===== src/tdc_pkg.sv =====
// ---------------------------------------------------------------------------
// tdc_pkg
// Shared types, codes and helpers for the two-digit counter with a
// multiplexed BCD display.
// ---------------------------------------------------------------------------
package tdc_pkg;

    localparam int CFG_DATA_W  = 10;
    localparam int CFG_INDEX_W = 2;

    localparam logic [6:0]  COUNT_MAX    = 7'd99;
    localparam logic [15:0] PERIOD_RESET = 16'd1000;
    localparam logic [16:0] PERIOD_MAX   = 17'd60000;

    typedef enum logic [2:0] {
        ACT_TICK   = 3'd0,
        ACT_FASTER = 3'd1,
        ACT_SLOWER = 3'd2,
        ACT_STOP   = 3'd3,
        ACT_RESUME = 3'd4,
        ACT_PRESET = 3'd5
    } action_t;

    typedef enum logic [1:0] {
        CFG_SPEED_STEP = 2'd0,
        CFG_MIN_PERIOD = 2'd1,
        CFG_BLANK      = 2'd2,
        CFG_SHOW       = 2'd3
    } cfg_index_t;

    typedef enum logic [1:0] {
        PH_BLANK_UNITS = 2'd0,
        PH_UNITS       = 2'd1,
        PH_BLANK_TENS  = 2'd2,
        PH_TENS        = 2'd3
    } phase_t;

    typedef struct packed {
        logic [9:0] speed_step_ms;
        logic [9:0] min_period_ms;
        logic [3:0] blank_ms;
        logic [7:0] show_ms;
    } cfg_t;

    typedef struct packed {
        logic [2:0] action;
        logic [7:0] preset_value;
    } item_t;

    typedef struct packed {
        logic [3:0] bcd_digit;
        logic       units_enable;
        logic       tens_enable;
        logic [6:0] count_value;
        logic       preset_rejected;
    } result_t;

    // Split a value of 0..99 into {tens, units}; tens by reciprocal multiply.
    function automatic logic [7:0] bcd_split(input logic [6:0] value);
        logic [14:0] prod;
        logic [3:0]  tens;
        logic [6:0]  tens_x10;
        logic [6:0]  units;
        prod     = 15'(value) * 15'd205;
        tens     = prod[14:11];
        tens_x10 = 7'(tens) * 7'd10;
        units    = value - tens_x10;
        return {tens, units[3:0]};
    endfunction

endpackage


===== src/tdc_if.sv =====
// ---------------------------------------------------------------------------
// tdc_if
// Valid/ready channels: command requests in, display results out.
// ---------------------------------------------------------------------------
interface tdc_cmd_if;
    logic       valid;
    logic       ready;
    logic [2:0] action;
    logic [7:0] preset_value;

    modport source (output valid, action, preset_value, input ready);
    modport sink   (input valid, action, preset_value, output ready);
endinterface

interface tdc_disp_if;
    logic       valid;
    logic       ready;
    logic [3:0] bcd_digit;
    logic       units_enable;
    logic       tens_enable;
    logic [6:0] count_value;
    logic       preset_rejected;

    modport source (output valid, bcd_digit, units_enable, tens_enable, count_value,
                    preset_rejected, input ready);
    modport sink   (input valid, bcd_digit, units_enable, tens_enable, count_value,
                    preset_rejected, output ready);
endinterface


===== src/tdc_cfg_regs.sv =====
// ---------------------------------------------------------------------------
// tdc_cfg_regs
// Configuration register file written through a plain write port.
// ---------------------------------------------------------------------------
module tdc_cfg_regs
    import tdc_pkg::*;
(
    input  logic                   clk,
    input  logic                   rst_n,
    input  logic                   cfg_we,
    input  logic [CFG_INDEX_W-1:0] cfg_index,
    input  logic [CFG_DATA_W-1:0]  cfg_data,
    output cfg_t                   cfg
);

    cfg_t cfg_reg;
    cfg_t cfg_next;

    always_comb
    begin
        cfg_next = cfg_reg;
        if (cfg_we)
        begin
            case (cfg_index)
                CFG_SPEED_STEP: cfg_next.speed_step_ms = cfg_data;
                CFG_MIN_PERIOD: cfg_next.min_period_ms = cfg_data;
                CFG_BLANK:      cfg_next.blank_ms      = cfg_data[3:0];
                CFG_SHOW:       cfg_next.show_ms       = cfg_data[7:0];
                default:        cfg_next = cfg_reg;
            endcase
        end
    end

    always_ff @(posedge clk or negedge rst_n)
    begin
        if (!rst_n)
        begin
            cfg_reg.speed_step_ms <= 10'd100;
            cfg_reg.min_period_ms <= 10'd100;
            cfg_reg.blank_ms      <= 4'd1;
            cfg_reg.show_ms       <= 8'd10;
        end
        else
        begin
            cfg_reg <= cfg_next;
        end
    end

    assign cfg = cfg_reg;

endmodule


===== src/tdc_in_stage.sv =====
// ---------------------------------------------------------------------------
// tdc_in_stage
// Input register: captures one request and holds it until the core takes it.
// ---------------------------------------------------------------------------
module tdc_in_stage
    import tdc_pkg::*;
(
    input  logic         clk,
    input  logic         rst_n,
    tdc_cmd_if.sink      cmd,
    input  logic         take,
    output logic         item_valid,
    output item_t        item
);

    logic  valid_reg;
    logic  valid_next;
    item_t item_reg;

    // Accept when empty or when the held request moves on this cycle.
    assign cmd.ready = !valid_reg || take;

    always_comb
    begin
        valid_next = valid_reg;
        if (cmd.ready)
        begin
            valid_next = cmd.valid;
        end
    end

    always_ff @(posedge clk or negedge rst_n)
    begin
        if (!rst_n)
        begin
            valid_reg <= 1'b0;
        end
        else
        begin
            valid_reg <= valid_next;
        end
    end

    always_ff @(posedge clk)
    begin
        if (cmd.valid && cmd.ready)
        begin
            item_reg.action       <= cmd.action;
            item_reg.preset_value <= cmd.preset_value;
        end
    end

    assign item_valid = valid_reg;
    assign item       = item_reg;

endmodule


===== src/tdc_core.sv =====
// ---------------------------------------------------------------------------
// tdc_core
// Counter, period, stop flag and display multiplexer state, with the
// result register that presents the state after each request.
// ---------------------------------------------------------------------------
module tdc_core
    import tdc_pkg::*;
(
    input  logic         clk,
    input  logic         rst_n,
    input  cfg_t         cfg,
    input  logic         item_valid,
    input  item_t        item,
    output logic         take,
    tdc_disp_if.source   disp
);

    logic [6:0]  count_reg,   count_next;
    logic [15:0] period_reg,  period_next;
    logic [15:0] acc_reg,     acc_next;
    logic        stopped_reg, stopped_next;
    phase_t      phase_reg,   phase_next;
    logic [7:0]  timer_reg,   timer_next;
    logic [6:0]  snap_reg,    snap_next;
    logic        out_valid_reg;
    result_t     res_reg,     res_next;

    logic [15:0] acc_inc;
    logic [7:0]  timer_inc;
    logic [7:0]  phase_len;
    phase_t      phase_step;
    logic [16:0] slower_sum;
    logic [15:0] step_ext;
    logic [7:0]  bcd;

    assign take = item_valid && (!out_valid_reg || disp.ready);

    assign acc_inc    = acc_reg + 16'd1;
    assign timer_inc  = timer_reg + 8'd1;
    assign step_ext   = 16'(cfg.speed_step_ms);
    assign slower_sum = {1'b0, period_reg} + 17'(cfg.speed_step_ms);
    assign phase_step = phase_t'(phase_reg + 2'd1);

    // Blank phases use blank_ms; digit phases use show_ms, zero read as one.
    always_comb
    begin
        if (!phase_reg[0])
        begin
            phase_len = 8'(cfg.blank_ms);
        end
        else if (cfg.show_ms == 8'd0)
        begin
            phase_len = 8'd1;
        end
        else
        begin
            phase_len = cfg.show_ms;
        end
    end

    always_comb
    begin
        count_next   = count_reg;
        period_next  = period_reg;
        acc_next     = acc_reg;
        stopped_next = stopped_reg;
        phase_next   = phase_reg;
        timer_next   = timer_reg;
        snap_next    = snap_reg;
        res_next     = '0;

        case (item.action)
            ACT_TICK:
            begin
                if (acc_inc >= period_reg)
                begin
                    acc_next = 16'd0;
                    if (!stopped_reg)
                    begin
                        count_next = (count_reg >= COUNT_MAX) ? 7'd0 : count_reg + 7'd1;
                    end
                end
                else
                begin
                    acc_next = acc_inc;
                end
                if (timer_inc >= phase_len)
                begin
                    timer_next = 8'd0;
                    phase_next = phase_step;
                    if (phase_step == PH_BLANK_UNITS)
                    begin
                        snap_next = count_next;
                    end
                    // Skip a blank phase of zero length.
                    if (!phase_step[0] && cfg.blank_ms == 4'd0)
                    begin
                        phase_next = phase_t'(phase_step + 2'd1);
                    end
                end
                else
                begin
                    timer_next = timer_inc;
                end
            end
            ACT_FASTER:
            begin
                if (period_reg > 16'(cfg.min_period_ms))
                begin
                    period_next = (period_reg > step_ext + 16'd1) ?
                                  period_reg - step_ext : 16'd1;
                end
            end
            ACT_SLOWER:
            begin
                period_next = (slower_sum > PERIOD_MAX) ? PERIOD_MAX[15:0] : slower_sum[15:0];
            end
            ACT_STOP:   stopped_next = 1'b1;
            ACT_RESUME: stopped_next = 1'b0;
            ACT_PRESET:
            begin
                if (item.preset_value <= 8'(COUNT_MAX))
                begin
                    count_next = item.preset_value[6:0];
                end
                else
                begin
                    res_next.preset_rejected = 1'b1;
                end
            end
            default:
            begin
                count_next = count_reg;
            end
        endcase

        bcd = bcd_split(snap_next);
        case (phase_next)
            PH_UNITS:
            begin
                res_next.bcd_digit    = bcd[3:0];
                res_next.units_enable = 1'b1;
            end
            PH_TENS:
            begin
                res_next.bcd_digit   = bcd[7:4];
                res_next.tens_enable = 1'b1;
            end
            default:
            begin
                res_next.bcd_digit = 4'd0;
            end
        endcase
        res_next.count_value = count_next;
    end

    always_ff @(posedge clk or negedge rst_n)
    begin
        if (!rst_n)
        begin
            count_reg     <= 7'd0;
            period_reg    <= PERIOD_RESET;
            acc_reg       <= 16'd0;
            stopped_reg   <= 1'b0;
            phase_reg     <= PH_BLANK_UNITS;
            timer_reg     <= 8'd0;
            snap_reg      <= 7'd0;
            out_valid_reg <= 1'b0;
        end
        else
        begin
            if (take)
            begin
                count_reg   <= count_next;
                period_reg  <= period_next;
                acc_reg     <= acc_next;
                stopped_reg <= stopped_next;
                phase_reg   <= phase_next;
                timer_reg   <= timer_next;
                snap_reg    <= snap_next;
            end
            // Hold the result until taken; refill in the same cycle.
            if (take)
            begin
                out_valid_reg <= 1'b1;
            end
            else if (disp.ready)
            begin
                out_valid_reg <= 1'b0;
            end
        end
    end

    always_ff @(posedge clk)
    begin
        if (take)
        begin
            res_reg <= res_next;
        end
    end

    assign disp.valid           = out_valid_reg;
    assign disp.bcd_digit       = res_reg.bcd_digit;
    assign disp.units_enable    = res_reg.units_enable;
    assign disp.tens_enable     = res_reg.tens_enable;
    assign disp.count_value     = res_reg.count_value;
    assign disp.preset_rejected = res_reg.preset_rejected;

endmodule


===== src/two_digit_counter_mux_display_top.sv =====
// ---------------------------------------------------------------------------
// two_digit_counter_mux_display_top
// Mod-100 counter with tick-driven period and a multiplexed BCD display.
//
//   channel  | dir | handshake    | payload
//   ---------+-----+--------------+-------------------------------------------
//   cmd      | in  | valid/ready  | action, preset_value
//   disp     | out | valid/ready  | bcd_digit, units_enable, tens_enable,
//            |     |              | count_value, preset_rejected
//   cfg      | in  | cfg_we only  | cfg_index, cfg_data
//
// One request per cycle sustained while disp.ready stays high; a request's
// result passes through the input register, then the result register,
// before it is presented.
// Reset returns the count, period (1000), accumulator, stop flag and display
// phase to their start values and the config registers to their defaults.
// A stalled result holds in the result register while the input register
// keeps one more request; cmd.ready drops only when both are full.
// ---------------------------------------------------------------------------
module two_digit_counter_mux_display_top
    import tdc_pkg::*;
(
    input  logic                   clk,
    input  logic                   rst_n,
    tdc_cmd_if.sink                cmd,
    tdc_disp_if.source             disp,
    input  logic                   cfg_we,
    input  logic [CFG_INDEX_W-1:0] cfg_index,
    input  logic [CFG_DATA_W-1:0]  cfg_data
);

    cfg_t  cfg;
    logic  take;
    logic  item_valid;
    item_t item;

    tdc_cfg_regs u_cfg_regs (
        .clk       (clk),
        .rst_n     (rst_n),
        .cfg_we    (cfg_we),
        .cfg_index (cfg_index),
        .cfg_data  (cfg_data),
        .cfg       (cfg)
    );

    tdc_in_stage u_in_stage (
        .clk        (clk),
        .rst_n      (rst_n),
        .cmd        (cmd),
        .take       (take),
        .item_valid (item_valid),
        .item       (item)
    );

    tdc_core u_core (
        .clk        (clk),
        .rst_n      (rst_n),
        .cfg        (cfg),
        .item_valid (item_valid),
        .item       (item),
        .take       (take),
        .disp       (disp)
    );

endmodule

===== src/flat_wrapper.sv =====
// flat-port wrapper written by rule: the top's interface ports become plain ports
module two_digit_counter_mux_display_top_flat import tdc_pkg::*;
  (clk, rst_n, cfg_we, cfg_index, cfg_data, cmd_valid, cmd_action, cmd_preset_value, cmd_ready, disp_valid, disp_bcd_digit, disp_units_enable, disp_tens_enable, disp_count_value, disp_preset_rejected, disp_ready);
  tdc_cmd_if cmd_i ();
  tdc_disp_if disp_i ();
  input  logic clk;
  input  logic rst_n;
  input  logic cfg_we;
  input  logic [CFG_INDEX_W-1:0] cfg_index;
  input  logic [CFG_DATA_W-1:0] cfg_data;
  input wire logic [$bits(cmd_i.valid)-1:0] cmd_valid;
  input wire logic [$bits(cmd_i.action)-1:0] cmd_action;
  input wire logic [$bits(cmd_i.preset_value)-1:0] cmd_preset_value;
  output wire logic [$bits(cmd_i.ready)-1:0] cmd_ready;
  output wire logic [$bits(disp_i.valid)-1:0] disp_valid;
  output wire logic [$bits(disp_i.bcd_digit)-1:0] disp_bcd_digit;
  output wire logic [$bits(disp_i.units_enable)-1:0] disp_units_enable;
  output wire logic [$bits(disp_i.tens_enable)-1:0] disp_tens_enable;
  output wire logic [$bits(disp_i.count_value)-1:0] disp_count_value;
  output wire logic [$bits(disp_i.preset_rejected)-1:0] disp_preset_rejected;
  input wire logic [$bits(disp_i.ready)-1:0] disp_ready;
  assign cmd_i.valid = cmd_valid;
  assign cmd_i.action = cmd_action;
  assign cmd_i.preset_value = cmd_preset_value;
  assign cmd_ready = cmd_i.ready;
  assign disp_valid = disp_i.valid;
  assign disp_bcd_digit = disp_i.bcd_digit;
  assign disp_units_enable = disp_i.units_enable;
  assign disp_tens_enable = disp_i.tens_enable;
  assign disp_count_value = disp_i.count_value;
  assign disp_preset_rejected = disp_i.preset_rejected;
  assign disp_i.ready = disp_ready;
  two_digit_counter_mux_display_top u_core (.clk(clk), .rst_n(rst_n), .cmd(cmd_i), .disp(disp_i), .cfg_we(cfg_we), .cfg_index(cfg_index), .cfg_data(cfg_data));
endmodule

===== config.mk =====
export PLATFORM = sky130hd
export DESIGN_NAME = two_digit_counter_mux_display_top_flat
export DESIGN_NICKNAME = d
export VERILOG_FILES = /design/src/tdc_pkg.sv /design/src/tdc_if.sv /design/src/tdc_cfg_regs.sv /design/src/tdc_in_stage.sv /design/src/tdc_core.sv /design/src/two_digit_counter_mux_display_top.sv /design/src/flat_wrapper.sv
export SDC_FILE = /design/constraint.sdc
export NUM_CORES = 1
export LEC_CHECK = 0
export BUFFER_PORTS_ARGS = -buffer_cell sky130_fd_sc_hd__buf_2
export CAP_MARGIN = 5
export CORE_MARGIN = 2
export CORE_UTILIZATION = 25
export CTS_CLUSTER_DIAMETER = 30
export DETAILED_ROUTE_END_ITERATION = 6
export PLACE_DENSITY = 0.43
export REMOVE_ABC_BUFFERS = 1
export SYNTH_ARGS = -nofsm -noshare
export SYNTH_HDL_FRONTEND = slang
export SYNTH_SLANG_ARGS = --single-unit

===== constraint.sdc =====
create_clock -name clk -period 18.1 [get_ports clk]
set_input_delay 4.525 -clock clk [delete_from_list [all_inputs] [get_ports clk]]
set_output_delay 4.525 -clock clk [all_outputs]
set_load 0.02 [all_outputs]

==> reports/qor.txt, run 1 <==
CP Class: reg2reg
RSZ-0062 raised after global routing: no
ANT nets after route: 0
Pin count of the biggest net entering global routing: 55
Slew margin rel.: 27.7%
Top-count cell post-synth: nand2_1
CTS root buf: clkbuf_16
R2R depth: 39
Max Buffers Root-to-Sink: 2
Cts hold-fix bufs: 0
NumNets Final: 1170
Slew @ Worst Pin: 1.08 ns
Ports: 44
Peak supply drop: 0.0450 mV
Vias in the first global route: 7409
CTS H-Tree Depth: 4
Full die area: 37700 sq um
Max-slew violations: 0
CTS tree: yes
Hpwl dp: 19100 um
Yosys warns: 0
TritonRoute pass-1 iters: 5
Post-synth top area cell: dfrtp_1
Port bufs: 43
# DRC: 0
Crit path time final: 9.90 ns
Synth top cells by count: nand2_1 (111), ha_1 (105), o21ai_0 (82)
Max_cap viols: 0
Avg Cell Area, Syn: 9.14 sq um
Met3 Usage GRT: 2.50%
Via count: 7413
Pwr Density: 128 nW/um^2
Clock Latency Late Sink: 0.43 ns
Dpl ws: 8.20 ns
Flops & latches, synth: 116
Total wire length: 24700 um
First-pass GRT wire length: 40800 um
Setup TNS: 0 ns
Crit start category: flop
Post-Route Skew: 0.0120 ns
Syn Inst Count: 989
Detailed Route Iter0 Violations: 430
Clock-pin slew on the worst setup and hold paths: 0.06 ns
Critical Path RT: 18.37 ns
Placer congestion estimate: 0.821
Filler Cell Count: 3812
WHS: 0.481 ns
Die Ht: 194 um
Setup ws final: 8.20 ns
Die X: 194 um
Sequential area share after synthesis: 33.7%
Top-area cell type share of the netlist area: 21.0%
Core outline area: 35600 sq um
GRT busiest layer: met2
Area Overhead vs Synth: 14.6%
Max FO, Critical Path: 17
Top cells by area, synth: dfrtp_1 (21%), ha_1 (15%), edfxtp_1 (8.3%)
Worst Path Arrival: 10.17 ns
Share of layout cells above drive strength 1: 13.6%
R2R Setup Slk: 8.20 ns
Critical Path End Type: flop
Post-synth ARST share: 78.4%
M1 GR Usage: 17.8%
Post-CTS Resized: 0
Hold Vio Cnt, Final: 0
Initial antenna violation count: 2
Average wire per standard cell: 16.5 um
Highest-delay cell along the critical path: nand3_1
Vias per inst: 4.94
CP peak stage delay: 0.59 ns
Cell variety after synth: 78
Tot GR Track Use: 13.5%
Postcts setup bufs: 0
# rows: 69
Initial Util: 25.4%
Status: completed
Max FFs per register: 32
Hold Path Cell Cnt: 2
Crit path top cell by count: ha_1
Primary FF master, synth: dfrtp_1
Area of the mapped netlist: 9040 sq um
M2 GR Usage: 22.6%
Max Clk Rate: 101 MHz
Endpoints failing setup: 0
Num CTS Buffers: 17
Worst min-delay path class: reg2reg
Global route overflow: 0
Clock sink total: 116
Pleak: 4.65 nW
Number of synthesized flops with an enable pin: 25
Fin crit share: 54.7%
## cell type report
cell class	count	area (sq um)	share of cell area, %
repair buffers	48	255	2.46
diodes	2	5.00	0.0483
clock inverters	15	169	1.63
inverters	71	267	2.57
clock buffers	17	425	4.11
multi-input cells	772	5620	54.2
well taps	461	577	5.57
flip-flops and latches	116	3050	29.4
## kinds of logic (layout without fill, tap and decap cells)
family | count (synthesis) | after routing | share of synthesized area, %
xor gates and xnor gates | 39 | 39 | 3.78
other | 0 | 2 | 0
muxes | 38 | 38 | 4.62
and+or+nand+nor | 307 | 307 | 16.6
buffers and inverters | 101 | 151 | 4.19
adders and majority gates | 116 | 116 | 17.0
AOI/OAI and AO/OA | 272 | 272 | 20.1
DFF | 116 | 116 | 33.7
## per-stage QoR
step | instance area (sq um) | power, mW | std cells | utilization [%]
floorplan | 8930 | 0.810 | 959 | -
global placement | 9760 | 0.980 | 1468 | 27.4
detailed placement | 9760 | 0.980 | 1468 | 27.4
CTS | 10400 | 1.34 | 1500 | 29.1
global route | 10400 | 1.44 | 1501 | 29.1
finish | 10400 | 1.33 | 1502 | 29.1
## worst max-delay path, delay by kind of cell, from the launching register on
| kind | cells | cell delay (ns) |
|---|---|---|
| XOR/XNOR | 3 | 0.51 |
| adder cells (fa/ha/maj) | 9 | 3.00 |
| buffers and inverters | 4 | 0.19 |
| flip-flops | 1 | 0.41 |
| AND/OR/NAND/NOR | 12 | 3.36 |
| AO/OA/AOI/OAI | 11 | 2.26 |
## final timing paths
check	to	from
min in group asynchronous	u_core.u_cfg_regs.cfg[31]	rst_n
setup reg to reg	u_core.u_core.disp.bcd_digit[3]	u_core.u_core.acc_reg[0]
hold reg to reg	u_core.u_core.snap_reg[1]	u_core.u_core.snap_reg[1]
setup / recovery	u_core.u_core.disp.bcd_digit[3]	u_core.u_core.acc_reg[0]
max in group asynchronous	u_core.u_core.count_reg[6]	rst_n
hold / removal	u_core.u_core.snap_reg[1]	u_core.u_core.snap_reg[1]
## layer usage
metal,routed length (um),vias up
met4,389,0
li1,-,3696
met2,11800,114
met5,0,-
met1,11600,3579
met3,863,24
## report_power, final
group	leakage [nW]	internal (mW)	switching, mW
Combinational	2.98	0.235	0.339
Clock	0.297	0.207	0.141
Sequential	1.37	0.329	0.0766
Total	4.65	0.771	0.556
## placed cells by master (no fill, tap or decap), types with 8 or more instances in the layout
cell	instances
nor2b_1	11
inv_1	69
fa_1	11
and3_1	19
nor2_1	55
nand3_1	30
nor3_1	16
o21ai_0	82
nand2_1	111
nand2b_1	12
nor4_1	10
o21a_1	16
dfrtp_1	76
clkbuf_16	17
a22oi_1	13
ha_1	105
mux2_2	30
xor2_1	16
a31oi_1	10
mux2i_1	8
o21bai_1	9
dfstp_2	15
edfxtp_1	25
xnor2_1	23
buf_2	42
a21oi_1	44
a21o_1	14
(Power assumes the default switching activity.)
==> run 2: changes to the inputs <==
--- a/config.mk
+++ b/config.mk
@@ -5,13 +5,14 @@
 export SDC_FILE = /design/constraint.sdc
 export NUM_CORES = 1
 export LEC_CHECK = 0
+export ABC_AREA = 1
 export BUFFER_PORTS_ARGS = -buffer_cell sky130_fd_sc_hd__buf_2
 export CAP_MARGIN = 5
 export CORE_MARGIN = 2
 export CORE_UTILIZATION = 25
 export CTS_CLUSTER_DIAMETER = 30
 export DETAILED_ROUTE_END_ITERATION = 6
-export PLACE_DENSITY = 0.43
+export PLACE_DENSITY = 0.45
 export REMOVE_ABC_BUFFERS = 1
 export SYNTH_ARGS = -nofsm -noshare
 export SYNTH_HDL_FRONTEND = slang
==> constraint.sdc (replaced) <==
create_clock -name clk -period 8.2 [get_ports clk]
set_input_delay 2.05 -clock clk [delete_from_list [all_inputs] [get_ports clk]]
set_output_delay 2.05 -clock clk [all_outputs]
set_load 0.02 [all_outputs]
==> run 2 against run 1 <==
  * The run now ends with DRC left
  * Worst hold slack improved by 0.0047 ns
  * Global-route usage is 0.26 points lower
  * Clock skew about the same
  * Count of clock-buffer cells in the layout up 1
  * Flip-flop and latch count unchanged
  * Clock power increased by 110%
  * Via count up 1.1%
  * Sequential power rose by 140%
  * Worst setup slack got worse by 7.5 ns
  * Synthesized cell count grew 14%
==> reports/qor.txt, run 2 <==
Initial antenna violation count: 0 (was 2)
Clock-pin slew on the worst setup and hold paths: 0.06 ns (about the same)
Hold Vio Cnt, Final: 0 (unchanged)
Max Clk Rate: 133 MHz (was 101 MHz)
DP Area: 9780 sq um (was 9760 sq um)
Max_cap viols: 0 (unchanged)
Total wire length: 23800 um (was 24700 um)
Worst R2R Start: u_core.u_core.acc_reg[3] (was u_core.u_core.acc_reg[0])
Top-count cell post-synth: nand2_1 (unchanged)
Commonest non-fill, non-tap cell in the layout: nand2_1 (unchanged)
Post-Route Skew: 0.0120 ns (about the same)
Inst Count DP: 1611 (was 1468)
Placer congestion estimate: 0.820 (was 0.821)
WHS: 0.485 ns (was 0.481 ns)
Clock Latency Late Sink: 0.43 ns (about the same)
Primary FF master, synth: dfrtp_1 (unchanged)
Area of the mapped netlist: 9050 sq um (was 9040 sq um)
Flops & latches, synth: 116 (unchanged)
Cts hold-fix bufs: 0 (unchanged)
Vias in the first global route: 7507 (was 7409)
Yosys warns: 0 (unchanged)
Critical Path RT: 8.38 ns (was 18.37 ns)
Dpl ws: 0.361 ns (was 8.20 ns)
TritonRoute pass-1 iters: 7 (was 5)
Slew @ Worst Pin: 1.13 ns (was 1.08 ns)
Hpwl dp: 18800 um (was 19100 um)
Post-synth top area cell: dfrtp_1 (unchanged)
Sequential area share after synthesis: 33.7% (about the same)
CP Class: reg2reg (unchanged)
Setup TNS: 0 ns (unchanged)
Via count: 7492 (was 7413)
Avg Cell Area, Syn: 8.06 sq um (was 9.14 sq um)
Full die area: 37700 sq um (about the same)
Cell variety after synth: 58 (was 78)
Global route overflow: 0 (unchanged)
ANT nets after route: 0 (unchanged)
Max FO, Critical Path: 6 (was 17)
Syn Inst Count: 1123 (was 989)
# DRC: 1 (was 0)
Failing checks: DRC
Final std cells w/o fill: 1648 (was 1502)
Average wire per standard cell: 14.5 um (was 16.5 um)
Tot GR Track Use: 13.3% (was 13.5%)
Max FFs per register: 32 (unchanged)
Setup ws final: 0.679 ns (was 8.20 ns)
Max Buffers Root-to-Sink: 2 (unchanged)
Top cells by area, synth: dfrtp_1 (21%), ha_1 (15%), nand2_1 (8.5%) (was dfrtp_1 (21%), ha_1 (15%), edfxtp_1 (8.3%))
CTS H-Tree Depth: 4 (unchanged)
Worst setup startpoint: u_core.u_core.acc_reg[3] (was u_core.u_core.acc_reg[0])
Status: finished, violations left (was completed)
Port bufs: 43 (unchanged)
Most frequent cells in the layout: nand2_1 (202), inv_1 (165), ha_1 (105) (was nand2_1 (111), ha_1 (105), o21ai_0 (82))
Ports: 44 (unchanged)
Vias per inst: 4.55 (was 4.94)
Crit start category: flop (unchanged)
Clock sink total: 116 (unchanged)
Fin crit share: 91.7% (was 54.7%)
Share of layout cells above drive strength 1: 14.5% (was 13.6%)
Number of synthesized flops with an enable pin: 25 (unchanged)
Hold path startpoint: u_core.u_core.snap_reg[5] (was u_core.u_core.snap_reg[1])
Pleak: 4.99 nW (was 4.65 nW)
Crit path time final: 7.52 ns (was 9.90 ns)
Synth top cells by count: nand2_1 (204), inv_1 (166), ha_1 (105) (was nand2_1 (111), ha_1 (105), o21ai_0 (82))
Max-slew violations: 0 (unchanged)
Critical Path End Type: flop (unchanged)
Slew margin rel.: 24.8% (was 27.7%)
# rows: 69 (unchanged)
Pwr Density: 338 nW/um^2 (was 128 nW/um^2)
Num CTS Buffers: 17 (unchanged)
CP top delay family: adder cells (was simple AND/OR/NAND/NOR gates)
Highest-delay cell along the critical path: fa_1 (was nand3_1)
Worst min-delay path class: reg2reg (unchanged)
CP peak stage delay: 0.53 ns (was 0.59 ns)
Area Overhead vs Synth: 15.5% (was 14.6%)
Inserted Diodes: 0 (was 2)
Filler Cell Count: 3835 (was 3812)
Initial Util: 25.4% (about the same)
Die Ht: 194 um (about the same)
NumNets Final: 1318 (was 1170)
Post-route cell area: 10500 sq um (was 10400 sq um)
Crit path buf inv count: 9 (was 4)
Core outline area: 35700 sq um (was 35600 sq um)
CTS root buf: clkbuf_16 (unchanged)
Top-area cell type share of the netlist area: 21.0% (about the same)
Post-synth ARST share: 78.4% (unchanged)
Pin count of the biggest net entering global routing: 49 (was 55)
CTS tree: yes (unchanged)
Endpoints failing setup: 0 (unchanged)
Worst Path Arrival: 7.70 ns (was 10.17 ns)
Detailed Route Iter0 Violations: 518 (was 430)
Peak supply drop: 0.137 mV (was 0.0450 mV)
Die X: 194 um (about the same)
First-pass GRT wire length: 40100 um (was 40800 um)
[run 2: cell families (layout without fill, tap and decap cells)]
logic type                 after synthesis  in the layout  synth area share, %
and+or+nand+nor                        419            419                 21.0
muxes                                    3              3                0.332
adders and majority gates              116            116                 16.9
buffers and inverters                  205            269                 8.93
DFF                                    116            116                 33.7
xor gates and xnor gates                52             52                 5.20
AOI/OAI and AO/OA                      212            212                 14.0
[run 2: cell type report]
class	count	area [sq um]	area share, %
Clock buffer	18	450	4.31
Clock inverter	14	126	1.21
Inverter	183	696	6.66
Multi-Input combinational cell	802	5260	50.3
Sequential cell	116	3050	29.1
Tap cell	461	577	5.52
Timing Repair Buffer	54	300	2.87
[run 2: repair_timing]
action                                  CTS  global route
setup buffers                             0             5
gates resized for setup                   0            15
endpoints found under the setup margin    0             2
[run 2: path summary, 6_finish.rpt]
kind,to,slack [ns],depth (start not counted)
worst min-delay path,u_core.u_core.snap_reg[5],0.49,2
min in group asynchronous,u_core.u_cfg_regs.cfg[31],1.63,1
worst max-delay path,u_core.u_core.disp.bcd_digit[3],0.68,45
max in group asynchronous,u_core.u_cfg_regs.cfg[26],5.43,2
worst min register to register,u_core.u_core.snap_reg[5],0.49,2
worst max register to register,u_core.u_core.disp.bcd_digit[3],0.68,45
[run 2: power breakdown]
part / internal [mW] / switching [mW] / leakage (nW)
Sequential: 0.775 / 0.185 / 1.37
Combinational: 0.683 / 1.15 / 3.34
Clock: 0.436 / 0.301 / 0.278
Total: 1.89 / 1.64 / 4.99
[run 2: per-stage QoR]
step                utilization [%]  power [mW]
floorplan                         -        2.32
global placement               27.4        2.79
detailed placement             27.4        2.80
CTS                            29.0        3.55
global route                   29.3        3.91
finish                         29.3        3.53
[run 2: worst reg2reg max path: cells and delay by family (launching register included)]
family                     cells  cell delay [ns]
buffers and inverters          9             0.69
DFF                            1             0.34
AOI/OAI and AO/OA              5             0.78
adders and majority gates      7             2.58
and+or+nand+nor               22             2.53
xor gates and xnor gates       2             0.36
[run 2: metal layers]
layer / global-route usage [%] / up-vias / routed length, um
li1: - / 3859 / -
met1: 18.1 / 3486 / 11800
met2: 21.6 / 122 / 11100
met3: 1.89 / 25 / 620
met4: 4.25 / 0 / 398
met5: 0 / - / 0
